`config.mk`:
```
export PLATFORM = sky130hd
export DESIGN_NAME = sqs_corner_pipe_flat
export DESIGN_NICKNAME = d
export VERILOG_FILES = /design/src/hw/rtl/sprite_quad_setup_unit_assert.svh /design/src/hw/rtl/sqs_pkg.sv /design/src/hw/rtl/sqs_chan_if.sv /design/src/hw/rtl/sqs_corner_pipe.sv /design/src/flat_wrapper.sv
export SDC_FILE = /design/constraint.sdc
export NUM_CORES = 1
export LEC_CHECK = 0
export ABC_CLOCK_PERIOD_IN_PS = 3300
export BUFFER_PORTS_ARGS = -buffer_cell sky130_fd_sc_hd__buf_2
export CORE_AREA = 2 2 92 94
export CTS_CLUSTER_DIAMETER = 120
export DETAILED_ROUTE_END_ITERATION = 8
export DIE_AREA = 0 0 94 96
export PLACE_DENSITY = 0.43
export SYNTH_ARGS = -nofsm -noshare
export SYNTH_HDL_FRONTEND = slang
export SYNTH_SLANG_ARGS = --single-unit
```
`constraint.sdc`:
```
create_clock -name i_clk -period 3.3 [get_ports i_clk]
set_clock_uncertainty 0.2 [all_clocks]
set_input_delay 0.66 -clock i_clk [delete_from_list [all_inputs] [get_ports i_clk]]
set_output_delay 0.66 -clock i_clk [all_outputs]
set_load 0.01 [all_outputs]
```
`src/hw/rtl/sprite_quad_setup_unit_assert.svh`:
```
// assertion macros for the sprite quad setup unit
`ifndef SPRITE_QUAD_SETUP_UNIT_ASSERT_SVH
`define SPRITE_QUAD_SETUP_UNIT_ASSERT_SVH

// same-cycle implication, checked out of reset
`define SQS_ASSERT_IMP(label, ante, cons, msg) \
    label: assert property (@(posedge i_clk) disable iff (!i_rst_n) (ante) |-> (cons)) \
        else $error(msg);

// next-cycle implication, checked out of reset
`define SQS_ASSERT_NXT(label, ante, cons, msg) \
    label: assert property (@(posedge i_clk) disable iff (!i_rst_n) (ante) |=> (cons)) \
        else $error(msg);

`endif

```
`src/hw/rtl/sqs_pkg.sv`:
```
// shared types, constants and sine table functions of the sprite quad setup unit
package sqs_pkg;

    localparam int SINE_TABLE_BITS_DEF = 10;
    localparam int TRIG_FRAC_BITS_DEF  = 15;

    localparam longint unsigned TWO_PI_Q30 = 64'd6746518852;
    localparam longint unsigned ONE_Q30    = 64'd1 << 30;

    // draw flag bit positions
    localparam int FLAG_LEFT  = 0;
    localparam int FLAG_RIGHT = 1;
    localparam int FLAG_DOWN  = 2;
    localparam int FLAG_UP    = 3;
    localparam int FLAG_FLIPX = 4;
    localparam int FLAG_FLIPY = 5;

    // corner codes in emission order
    localparam logic [1:0] CORNER_LB = 2'd0;
    localparam logic [1:0] CORNER_RB = 2'd1;
    localparam logic [1:0] CORNER_RT = 2'd2;
    localparam logic [1:0] CORNER_LT = 2'd3;

    typedef struct packed {
        logic [15:0]        sprite_width;
        logic [15:0]        sprite_height;
        logic [15:0]        tex_left;
        logic [15:0]        tex_top;
        logic [15:0]        tex_width;
        logic [15:0]        tex_height;
        logic signed [31:0] pos_x;
        logic signed [31:0] pos_y;
        logic [15:0]        draw_scale;
        logic [15:0]        turn_angle;
        logic [5:0]         draw_flags;
        logic [31:0]        tint_color;
    } t_req;

    typedef struct packed {
        logic signed [31:0] vert_x;
        logic signed [31:0] vert_y;
        logic [16:0]        tex_u;
        logic [16:0]        tex_v;
        logic [31:0]        corner_color;
        logic [1:0]         corner_index;
        logic               last_corner;
    } t_vert;

    // one corner handed to the pipe
    typedef struct packed {
        t_req       req;
        logic [1:0] corner;
    } t_issue;

    // fields that ride along the pipe untouched
    typedef struct packed {
        logic signed [31:0] pos_x;
        logic signed [31:0] pos_y;
        logic [16:0]        tex_u;
        logic [16:0]        tex_v;
        logic [31:0]        color;
        logic [1:0]         corner;
    } t_side;

    function automatic longint unsigned series_sin(input longint unsigned x);
        longint unsigned x2;
        longint unsigned t;
        longint signed   sum;
        x2 = (x * x) >> 30;
        t = x;
        sum = longint'(x);
        t = ((t * x2) >> 30) / 6;   sum = sum - longint'(t);
        t = ((t * x2) >> 30) / 20;  sum = sum + longint'(t);
        t = ((t * x2) >> 30) / 42;  sum = sum - longint'(t);
        t = ((t * x2) >> 30) / 72;  sum = sum + longint'(t);
        t = ((t * x2) >> 30) / 110; sum = sum - longint'(t);
        return longint'(unsigned'(sum));
    endfunction

    function automatic longint unsigned series_cos(input longint unsigned x);
        longint unsigned x2;
        longint unsigned t;
        longint signed   sum;
        x2 = (x * x) >> 30;
        t = ONE_Q30;
        sum = longint'(ONE_Q30);
        t = ((t * x2) >> 30) / 2;   sum = sum - longint'(t);
        t = ((t * x2) >> 30) / 12;  sum = sum + longint'(t);
        t = ((t * x2) >> 30) / 30;  sum = sum - longint'(t);
        t = ((t * x2) >> 30) / 56;  sum = sum + longint'(t);
        t = ((t * x2) >> 30) / 90;  sum = sum - longint'(t);
        t = ((t * x2) >> 30) / 132; sum = sum + longint'(t);
        return longint'(unsigned'(sum));
    endfunction

    // sine of r table steps over the first quadrant, evaluated at elaboration
    function automatic longint unsigned quarter_sine(input int r, input int bits,
                                                     input int frac);
        longint unsigned n4;
        longint unsigned n8;
        longint unsigned x;
        longint unsigned v;
        longint unsigned rr;
        n4 = 64'd1 << (bits - 2);
        n8 = n4 >> 1;
        rr = longint'(unsigned'(r));
        if (rr <= n8) begin
            x = (rr * TWO_PI_Q30 + (64'd1 << (bits - 1))) >> bits;
            v = series_sin(x);
        end else begin
            x = ((n4 - rr) * TWO_PI_Q30 + (64'd1 << (bits - 1))) >> bits;
            v = series_cos(x);
        end
        return (v + (64'd1 << (29 - frac))) >> (30 - frac);
    endfunction

endpackage

```
`src/hw/rtl/sqs_chan_if.sv`:
```
// valid/ready channel carrying one word of a given payload type
interface sqs_chan_if #(
    parameter type T = logic
);
    logic valid;
    logic ready;
    T     data;

    modport source (output valid, output data, input ready);
    modport sink   (input valid, input data, output ready);
endinterface

```
`src/hw/rtl/sqs_corner_pipe.sv`:
```
// five-stage corner pipe: trig lookup, extents, rotation products, rounding, translate
module sqs_corner_pipe #(
    parameter int SINE_TABLE_BITS = sqs_pkg::SINE_TABLE_BITS_DEF,
    parameter int TRIG_FRAC_BITS  = sqs_pkg::TRIG_FRAC_BITS_DEF
) (
    input  logic             i_clk,
    input  logic             i_rst_n,
    input  logic             i_issue_v,
    input  sqs_pkg::t_issue  i_issue,
    output logic             o_issue_rdy,
    sqs_chan_if.source       o_vert
);

    localparam int B   = SINE_TABLE_BITS;
    localparam int T   = TRIG_FRAC_BITS;
    localparam int N4  = 1 << (B - 2);
    localparam int QW  = T + 1;
    localparam int TW  = T + 2;
    localparam int LW  = 34;
    localparam int PW  = LW + TW;
    localparam int SW  = PW + 1;
    localparam int RS  = T - 3;
    localparam int RW  = SW - RS;
    localparam int XW  = RW + 1;
    localparam logic signed [SW-1:0] RND_HALF = {{(SW-1){1'b0}}, 1'b1} << (RS - 1);

    // quarter-wave table, one more entry than the quadrant for the peak
    logic [QW-1:0] w_qtab [0:N4];
    for (genvar g = 0; g <= N4; g++) begin : g_qtab
        assign w_qtab[g] = QW'(sqs_pkg::quarter_sine(g, B, T));
    end

    logic       r_v [0:4];
    logic       w_adv;
    sqs_pkg::t_side r_side [0:3];

    assign w_adv       = !r_v[4] || o_vert.ready;
    assign o_issue_rdy = w_adv;

    // stage a inputs
    logic [15:0]     w_ang;
    logic [B-1:0]    w_idx_s;
    logic [B-1:0]    w_idx_c;
    logic signed [TW-1:0] w_sn;
    logic signed [TW-1:0] w_cs;
    logic            w_left;
    logic            w_bot;
    logic [16:0]     w_ul;
    logic [16:0]     w_ur;
    logic [16:0]     w_vt;
    logic [16:0]     w_vb;
    sqs_pkg::t_req   w_rq;

    function automatic logic signed [TW-1:0] sine_at(input logic [B-1:0] idx,
                                                     input logic [QW-1:0] tab [0:N4]);
        logic [B-2:0]  addr;
        logic [B-2:0]  rem;
        logic [QW-1:0] mag;
        rem = {1'b0, idx[B-3:0]};
        addr = idx[B-2] ? ((B-1)'(N4) - rem) : rem;
        mag = tab[addr];
        return idx[B-1] ? -TW'(mag) : TW'(mag);
    endfunction

    assign w_rq    = i_issue.req;
    assign w_ang   = 16'(~w_rq.turn_angle + 16'd1);
    assign w_idx_s = w_ang[15 -: B];
    assign w_idx_c = w_idx_s + B'(N4);
    assign w_sn    = sine_at(w_idx_s, w_qtab);
    assign w_cs    = sine_at(w_idx_c, w_qtab);
    assign w_left  = (i_issue.corner == sqs_pkg::CORNER_LB)
                  || (i_issue.corner == sqs_pkg::CORNER_LT);
    assign w_bot   = (i_issue.corner == sqs_pkg::CORNER_LB)
                  || (i_issue.corner == sqs_pkg::CORNER_RB);

    always_comb begin
        if (w_rq.draw_flags[sqs_pkg::FLAG_FLIPX]) begin
            w_ur = {1'b0, w_rq.tex_left};
            w_ul = {1'b0, w_rq.tex_left} + {1'b0, w_rq.tex_width};
        end else begin
            w_ul = {1'b0, w_rq.tex_left};
            w_ur = {1'b0, w_rq.tex_left} + {1'b0, w_rq.tex_width};
        end
        if (w_rq.draw_flags[sqs_pkg::FLAG_FLIPY]) begin
            w_vb = {1'b0, w_rq.tex_top};
            w_vt = {1'b0, w_rq.tex_top} + {1'b0, w_rq.tex_height};
        end else begin
            w_vt = {1'b0, w_rq.tex_top};
            w_vb = {1'b0, w_rq.tex_top} + {1'b0, w_rq.tex_height};
        end
    end

    // stage registers
    logic [31:0]          r_hx;
    logic [31:0]          r_hy;
    logic [3:0]           r_align;
    logic                 r_left;
    logic                 r_bot;
    logic signed [TW-1:0] r_sn_a;
    logic signed [TW-1:0] r_cs_a;
    logic signed [LW-1:0] r_lx;
    logic signed [LW-1:0] r_ly;
    logic signed [TW-1:0] r_sn_b;
    logic signed [TW-1:0] r_cs_b;
    logic signed [PW-1:0] r_pxc;
    logic signed [PW-1:0] r_pys;
    logic signed [PW-1:0] r_pxs;
    logic signed [PW-1:0] r_pyc;
    logic signed [RW-1:0] r_rx;
    logic signed [RW-1:0] r_ry;
    sqs_pkg::t_vert       r_out;

    // stage b combinational
    logic signed [LW-1:0] n_lx;
    logic signed [LW-1:0] n_ly;
    logic signed [LW-1:0] w_hx1;
    logic signed [LW-1:0] w_hx2;
    logic signed [LW-1:0] w_hy1;
    logic signed [LW-1:0] w_hy2;

    assign w_hx1 = {2'b00, r_hx};
    assign w_hx2 = {1'b0, r_hx, 1'b0};
    assign w_hy1 = {2'b00, r_hy};
    assign w_hy2 = {1'b0, r_hy, 1'b0};

    always_comb begin
        // left beats right, down beats up, else centred
        if (r_align[sqs_pkg::FLAG_LEFT]) begin
            n_lx = r_left ? '0 : w_hx2;
        end else if (r_align[sqs_pkg::FLAG_RIGHT]) begin
            n_lx = r_left ? -w_hx2 : '0;
        end else begin
            n_lx = r_left ? -w_hx1 : w_hx1;
        end
        if (r_align[sqs_pkg::FLAG_DOWN]) begin
            n_ly = r_bot ? '0 : w_hy2;
        end else if (r_align[sqs_pkg::FLAG_UP]) begin
            n_ly = r_bot ? -w_hy2 : '0;
        end else begin
            n_ly = r_bot ? -w_hy1 : w_hy1;
        end
    end

    // stage d combinational
    logic signed [SW-1:0] w_sx;
    logic signed [SW-1:0] w_sy;
    logic signed [SW-1:0] w_shx;
    logic signed [SW-1:0] w_shy;

    assign w_sx  = SW'(r_pxc) - SW'(r_pys) + RND_HALF;
    assign w_sy  = SW'(r_pxs) + SW'(r_pyc) + RND_HALF;
    assign w_shx = w_sx >>> RS;
    assign w_shy = w_sy >>> RS;

    // stage e combinational
    logic signed [XW-1:0] w_tx;
    logic signed [XW-1:0] w_ty;

    assign w_tx = XW'(r_rx) + XW'(r_side[3].pos_x);
    assign w_ty = XW'(r_ry) + XW'(r_side[3].pos_y);

    function automatic logic [31:0] sat32(input logic signed [XW-1:0] v);
        if (!v[XW-1] && (|v[XW-2:31])) begin
            return 32'h7FFF_FFFF;
        end else if (v[XW-1] && !(&v[XW-2:31])) begin
            return 32'h8000_0000;
        end else begin
            return v[31:0];
        end
    endfunction

    always_ff @(posedge i_clk) begin
        if (!i_rst_n) begin
            for (int i = 0; i < 5; i++) begin
                r_v[i] <= 1'b0;
            end
        end else if (w_adv) begin
            r_v[0] <= i_issue_v;
            for (int i = 1; i < 5; i++) begin
                r_v[i] <= r_v[i-1];
            end
        end
    end

    always_ff @(posedge i_clk) begin
        if (w_adv) begin
            r_side[0].pos_x  <= w_rq.pos_x;
            r_side[0].pos_y  <= w_rq.pos_y;
            r_side[0].tex_u  <= w_left ? w_ul : w_ur;
            r_side[0].tex_v  <= w_bot ? w_vb : w_vt;
            r_side[0].color  <= w_rq.tint_color;
            r_side[0].corner <= i_issue.corner;
            for (int i = 1; i < 4; i++) begin
                r_side[i] <= r_side[i-1];
            end
            r_hx    <= 32'(w_rq.sprite_width) * 32'(w_rq.draw_scale);
            r_hy    <= 32'(w_rq.sprite_height) * 32'(w_rq.draw_scale);
            r_align <= w_rq.draw_flags[3:0];
            r_left  <= w_left;
            r_bot   <= w_bot;
            r_sn_a  <= w_sn;
            r_cs_a  <= w_cs;

            r_lx   <= n_lx;
            r_ly   <= n_ly;
            r_sn_b <= r_sn_a;
            r_cs_b <= r_cs_a;

            r_pxc <= r_lx * r_cs_b;
            r_pys <= r_ly * r_sn_b;
            r_pxs <= r_lx * r_sn_b;
            r_pyc <= r_ly * r_cs_b;

            r_rx <= w_shx[RW-1:0];
            r_ry <= w_shy[RW-1:0];

            r_out.vert_x       <= sat32(w_tx);
            r_out.vert_y       <= sat32(w_ty);
            r_out.tex_u        <= r_side[3].tex_u;
            r_out.tex_v        <= r_side[3].tex_v;
            r_out.corner_color <= r_side[3].color;
            r_out.corner_index <= r_side[3].corner;
            r_out.last_corner  <= (r_side[3].corner == sqs_pkg::CORNER_LT);
        end
    end

    assign o_vert.valid = r_v[4];
    assign o_vert.data  = r_out;

endmodule

```
`src/flat_wrapper.sv`:
```
// flat-port wrapper written by rule: the top's interface ports become plain ports
module sqs_corner_pipe_flat 
#(
    parameter int SINE_TABLE_BITS = sqs_pkg::SINE_TABLE_BITS_DEF,
    parameter int TRIG_FRAC_BITS  = sqs_pkg::TRIG_FRAC_BITS_DEF
)
  (i_clk, i_rst_n, i_issue_v, i_issue, o_issue_rdy, o_vert_valid, o_vert_data, o_vert_ready);
  sqs_chan_if o_vert_i ();
  input  logic i_clk;
  input  logic i_rst_n;
  input  logic i_issue_v;
  input  sqs_pkg::t_issue i_issue;
  output logic o_issue_rdy;
  output wire logic [$bits(o_vert_i.valid)-1:0] o_vert_valid;
  output wire logic [$bits(o_vert_i.data)-1:0] o_vert_data;
  input wire logic [$bits(o_vert_i.ready)-1:0] o_vert_ready;
  assign o_vert_valid = o_vert_i.valid;
  assign o_vert_data = o_vert_i.data;
  assign o_vert_i.ready = o_vert_ready;
  sqs_corner_pipe #(.SINE_TABLE_BITS(SINE_TABLE_BITS), .TRIG_FRAC_BITS(TRIG_FRAC_BITS)) u_core (.i_clk(i_clk), .i_rst_n(i_rst_n), .i_issue_v(i_issue_v), .i_issue(i_issue), .o_issue_rdy(o_issue_rdy), .o_vert(o_vert_i));
endmodule
```
## Word level (Yosys, flattened, before mapping)

Memory sizes are Yosys's and may differ from the RTL's.
Cells that the tools add are included.

- Flip-flop bits (word level): 1
- Memory bits (writable): 533
- Input port bits: 236
- Output and inout port bits: 3
- Logic and storage cells: 34
- Memories: 2

Memory list:

| memory | depth | bits a word | read ports | clocked after Yosys merged registers in | wr ports | RTL line | source |
|---|---|---|---|---|---|---|---|
| u_core.r_side | 4 | 132 | 4 | 0 | 4 | sqs_corner_pipe.sv:35 | `sqs_pkg::t_side r_side [0:3];` |
| u_core.r_v | 5 | 1 | 5 | 0 | 5 | sqs_corner_pipe.sv:33 | `logic r_v [0:4];` |

- $add $sub $neg: 2
- Equality and inequality tests: 3
- Muxes and demuxes: 16
- Bitwise gates (word level): 5
- Reduce and logical (&&, ||, !) cells: 5

Operators with widths:

| cell | number |
|---|---|
| 17-bit two-way mux | 6 |
| 16-bit by 16-bit adder with 17-bit output | 2 |
| 1-bit two-way mux | 10 |
| 1-bit OR | 5 |
| 2-bit == test, second input constant | 2 |
| 1-bit logical OR | 3 |
| 2-bit by 1-bit == test with 1-bit output, second input constant | 1 |
| 2-bit logical NOT | 1 |
| 1-bit logical NOT | 1 |

## Depth between registers and ports, before layout

An unclocked memory read counts as a cell.

- Depth after elaboration: 7
- Gate-level depth with buffers: 2
- Mapped depth without buffers: 2

## Least setup slack after synthesis

No wires, ideal clock.

- Kind: input port to output port
- From: input o_vert_ready
- To: output o_issue_rdy
- Arrival time: 848 ps
- Data required time: 2440 ps
- Path slack: 1592 ps
- Stages on the path: 1
- Path buffers: 0
- Cell sequence: nand2b_4

- Word-level cells in the longest chain between the ends: 1

RTL lines:

| element | RTL line | source |
|---|---|---|
| start: declaration | flat_wrapper.sv:16 | `input wire logic [$bits(o_vert_i.ready)-1:0] o_vert_ready;` |
| 1-bit logical OR | sqs_corner_pipe.sv:37 | `assign w_adv = !r_v[4] \|\| o_vert.ready;` |
| end: declaration | flat_wrapper.sv:13 | `output logic o_issue_rdy;` |

No other way between the ends.

## Final worst setup path

Ends and elaborated chain as after synthesis.

==> out/qor.txt <==
Status: completed
Static Leak: 0.000250 µW
Max cap viols: 0
Pin count of the biggest net entering global routing: 16
Clock slew at reported path FFs: 0.06 ns
ANT cells: 0
Core area: 8050 µm²
Pwr/cell area: 511 nW/µm²
Adder-cell area share of the yosys netlist: 0%
Number of global-route vias before repair: 242
Slew @ Worst Pin: 0.252 ns
Worst ir drop on vdd: 0.0863 mV
Routability cong.: 0.598
Die height: 96 µm
Filler cells: 925
Post-CTS Resized: 0
CTS tree: built
# hold bufs at CTS: 0
Worst hold path type: reg -> reg
Die area: 9020 µm²
Tmin final: 2.00 ns
Mapped Cells: 22
IO Count: 239
Mux cell area share after synthesis: 0%
Synth Warn #: 0
Slowest stage delay, CP: 0.21 ns
Syn_nets: 258
Sequential share of the synthesized area: 87.7%
Hold path depth: 0
Commonest cells after routing, fill and taps aside: edfxtp_1 (14), buf_2 (8), and3_1 (5)
Endpoints failing setup: 0
Vias per Instance: 1.63
Commonest non-fill, non-tap cell in the layout: edfxtp_1
Crit path capture type: output pin
Crit-path cells: buf_2, nand2b_4, buf_2
Skew-Pair Late Insertion Delay: 0.24 ns
Post-CTS setup-driven buffer insertion count: 0
Fin crit share: 60.7%
Worst-path fanout max: 15
Synth Area per Inst: 21.8 µm²
Drc violations: 0
Worst path arrival time: 1.14 ns
WS Path Type: in -> out
Die width: 94 µm
Final WL: 798 µm
FF/Latch Area: 420 µm²
Layout cell share with drive strength beyond 1: 35.3%
H-tree Lvls: 1
Final hold vios: 0
Slew headroom: 83.1%
Crit path depth: 3
Synth Area in Compound Gates: 0%
Core Rows: 33
First-pass DRT Iterations: 2
Worst path top cell family by delay: buffers and inverters
Multi-input logic area: 58.8 µm²
Dpl ws: 1.28 ns
Netlist Area Pre-Place: 479 µm²
Total CTS buffers: 3
Initial Utilization: 5.95%
Area growth from synthesis to layout: 45.2%
Fmax: 0.499 GHz
RSZ-0062 raised after global routing: false
Root Buffer: clkbuf_8
Routed Antenna Nets: 0
Antenna violations before repair: 0
Largest family of logic cells by synthesized area: simple AND/OR/NAND/NOR gates
Tot GR Track Use: 2.05%
DR WL/cell: 5.74 µm
Crit start category: input pin
Port-buffer cells: 8
Setup_tns: 0 ns
Simple-Gate Fraction of Synth Area: 12.3%
TritonCTS Sinks: 14
Max-slew violation count: 0
Unique cell type count in the Yosys netlist: 5
First-pass GRT wire length: 1170 µm
Overflow after GRT: 0
Most frequent CP cell: buf_2
Final setup margin: 1.30 ns
CP bufs+invs: 2
Drt initial violations: 46
XOR/XNOR Fraction of Synth Area: 0%
Worst path required time: 2.44 ns
Min Hold Slack: 0.225 ns
#FFs+latches synth: 14
Routed vias: 226
Slowest CP cell: nand2b_4
Worst-case clock buffer depth: 2
Fin nets: 271
R2r worst-path depth: 2
[sequential cells by signal, summed over array words and instances, names as in the netlist]
register and flops:
u_core.r_side 8, u_core.r_v 5, u_core.o_vert.data 1
[metrics by stage]
stage | power (µW) | util, % | cell area (µm²) | std cells
after detailed placement | 222 | 8.08 | 651 | 135
after floorplan | 215 | - | 479 | 22
final | 356 | 8.64 | 696 | 139
after global routing | 372 | 8.64 | 696 | 139
after global placement | 221 | 8.08 | 651 | 135
after CTS | 362 | 8.64 | 696 | 139
[cell families (layout without fill, tap and decap cells)]
kind of cell / after synthesis / count (layout)
DFF: 14 / 14
and+or+nand+nor: 8 / 8
buffers and inverters: 0 / 12
[synth_stat cells (all sizes together)]
library cell,n,share of area (%)
nand3b,1,1.6
edfxtp,14,88
nand2b,1,2.9
and2,1,1.3
and3,5,6.5
[power breakdown]
group | internal [µW] | switching [µW]
Sequential | 206 | 2.41
Clock | 82.1 | 55.5
Combinational | 5.21 | 4.69
[routing by layer]
layer  track usage, %  part of all wire, %
met5                0                    0
met2             2.62                   47
met4             2.17                  2.1
met1             1.66                   34
met3             2.11                   16
[layout make-up]
class / count / share of cell area [%]
clock buffers: 3 / 5.94
flip-flops and latches: 14 / 60.4
well taps: 105 / 18.9
multi-input cells: 8 / 8.45
repair buffers: 8 / 5.76
clock inverters: 1 / 0.540
[path summary, 6_finish.rpt]
path / startpoint / end / slack [ns]
min: u_core.r_side[2][0] / u_core.r_side[3][0] / 0.22
max: o_vert_ready / o_issue_rdy / 1.30
min reg2reg: u_core.r_side[2][0] / u_core.r_side[3][0] / 0.22
max reg2reg: u_core.r_v[4] / u_core.r_v[2] / 2.08
Note: power is estimated with default switching activity, not from simulation.
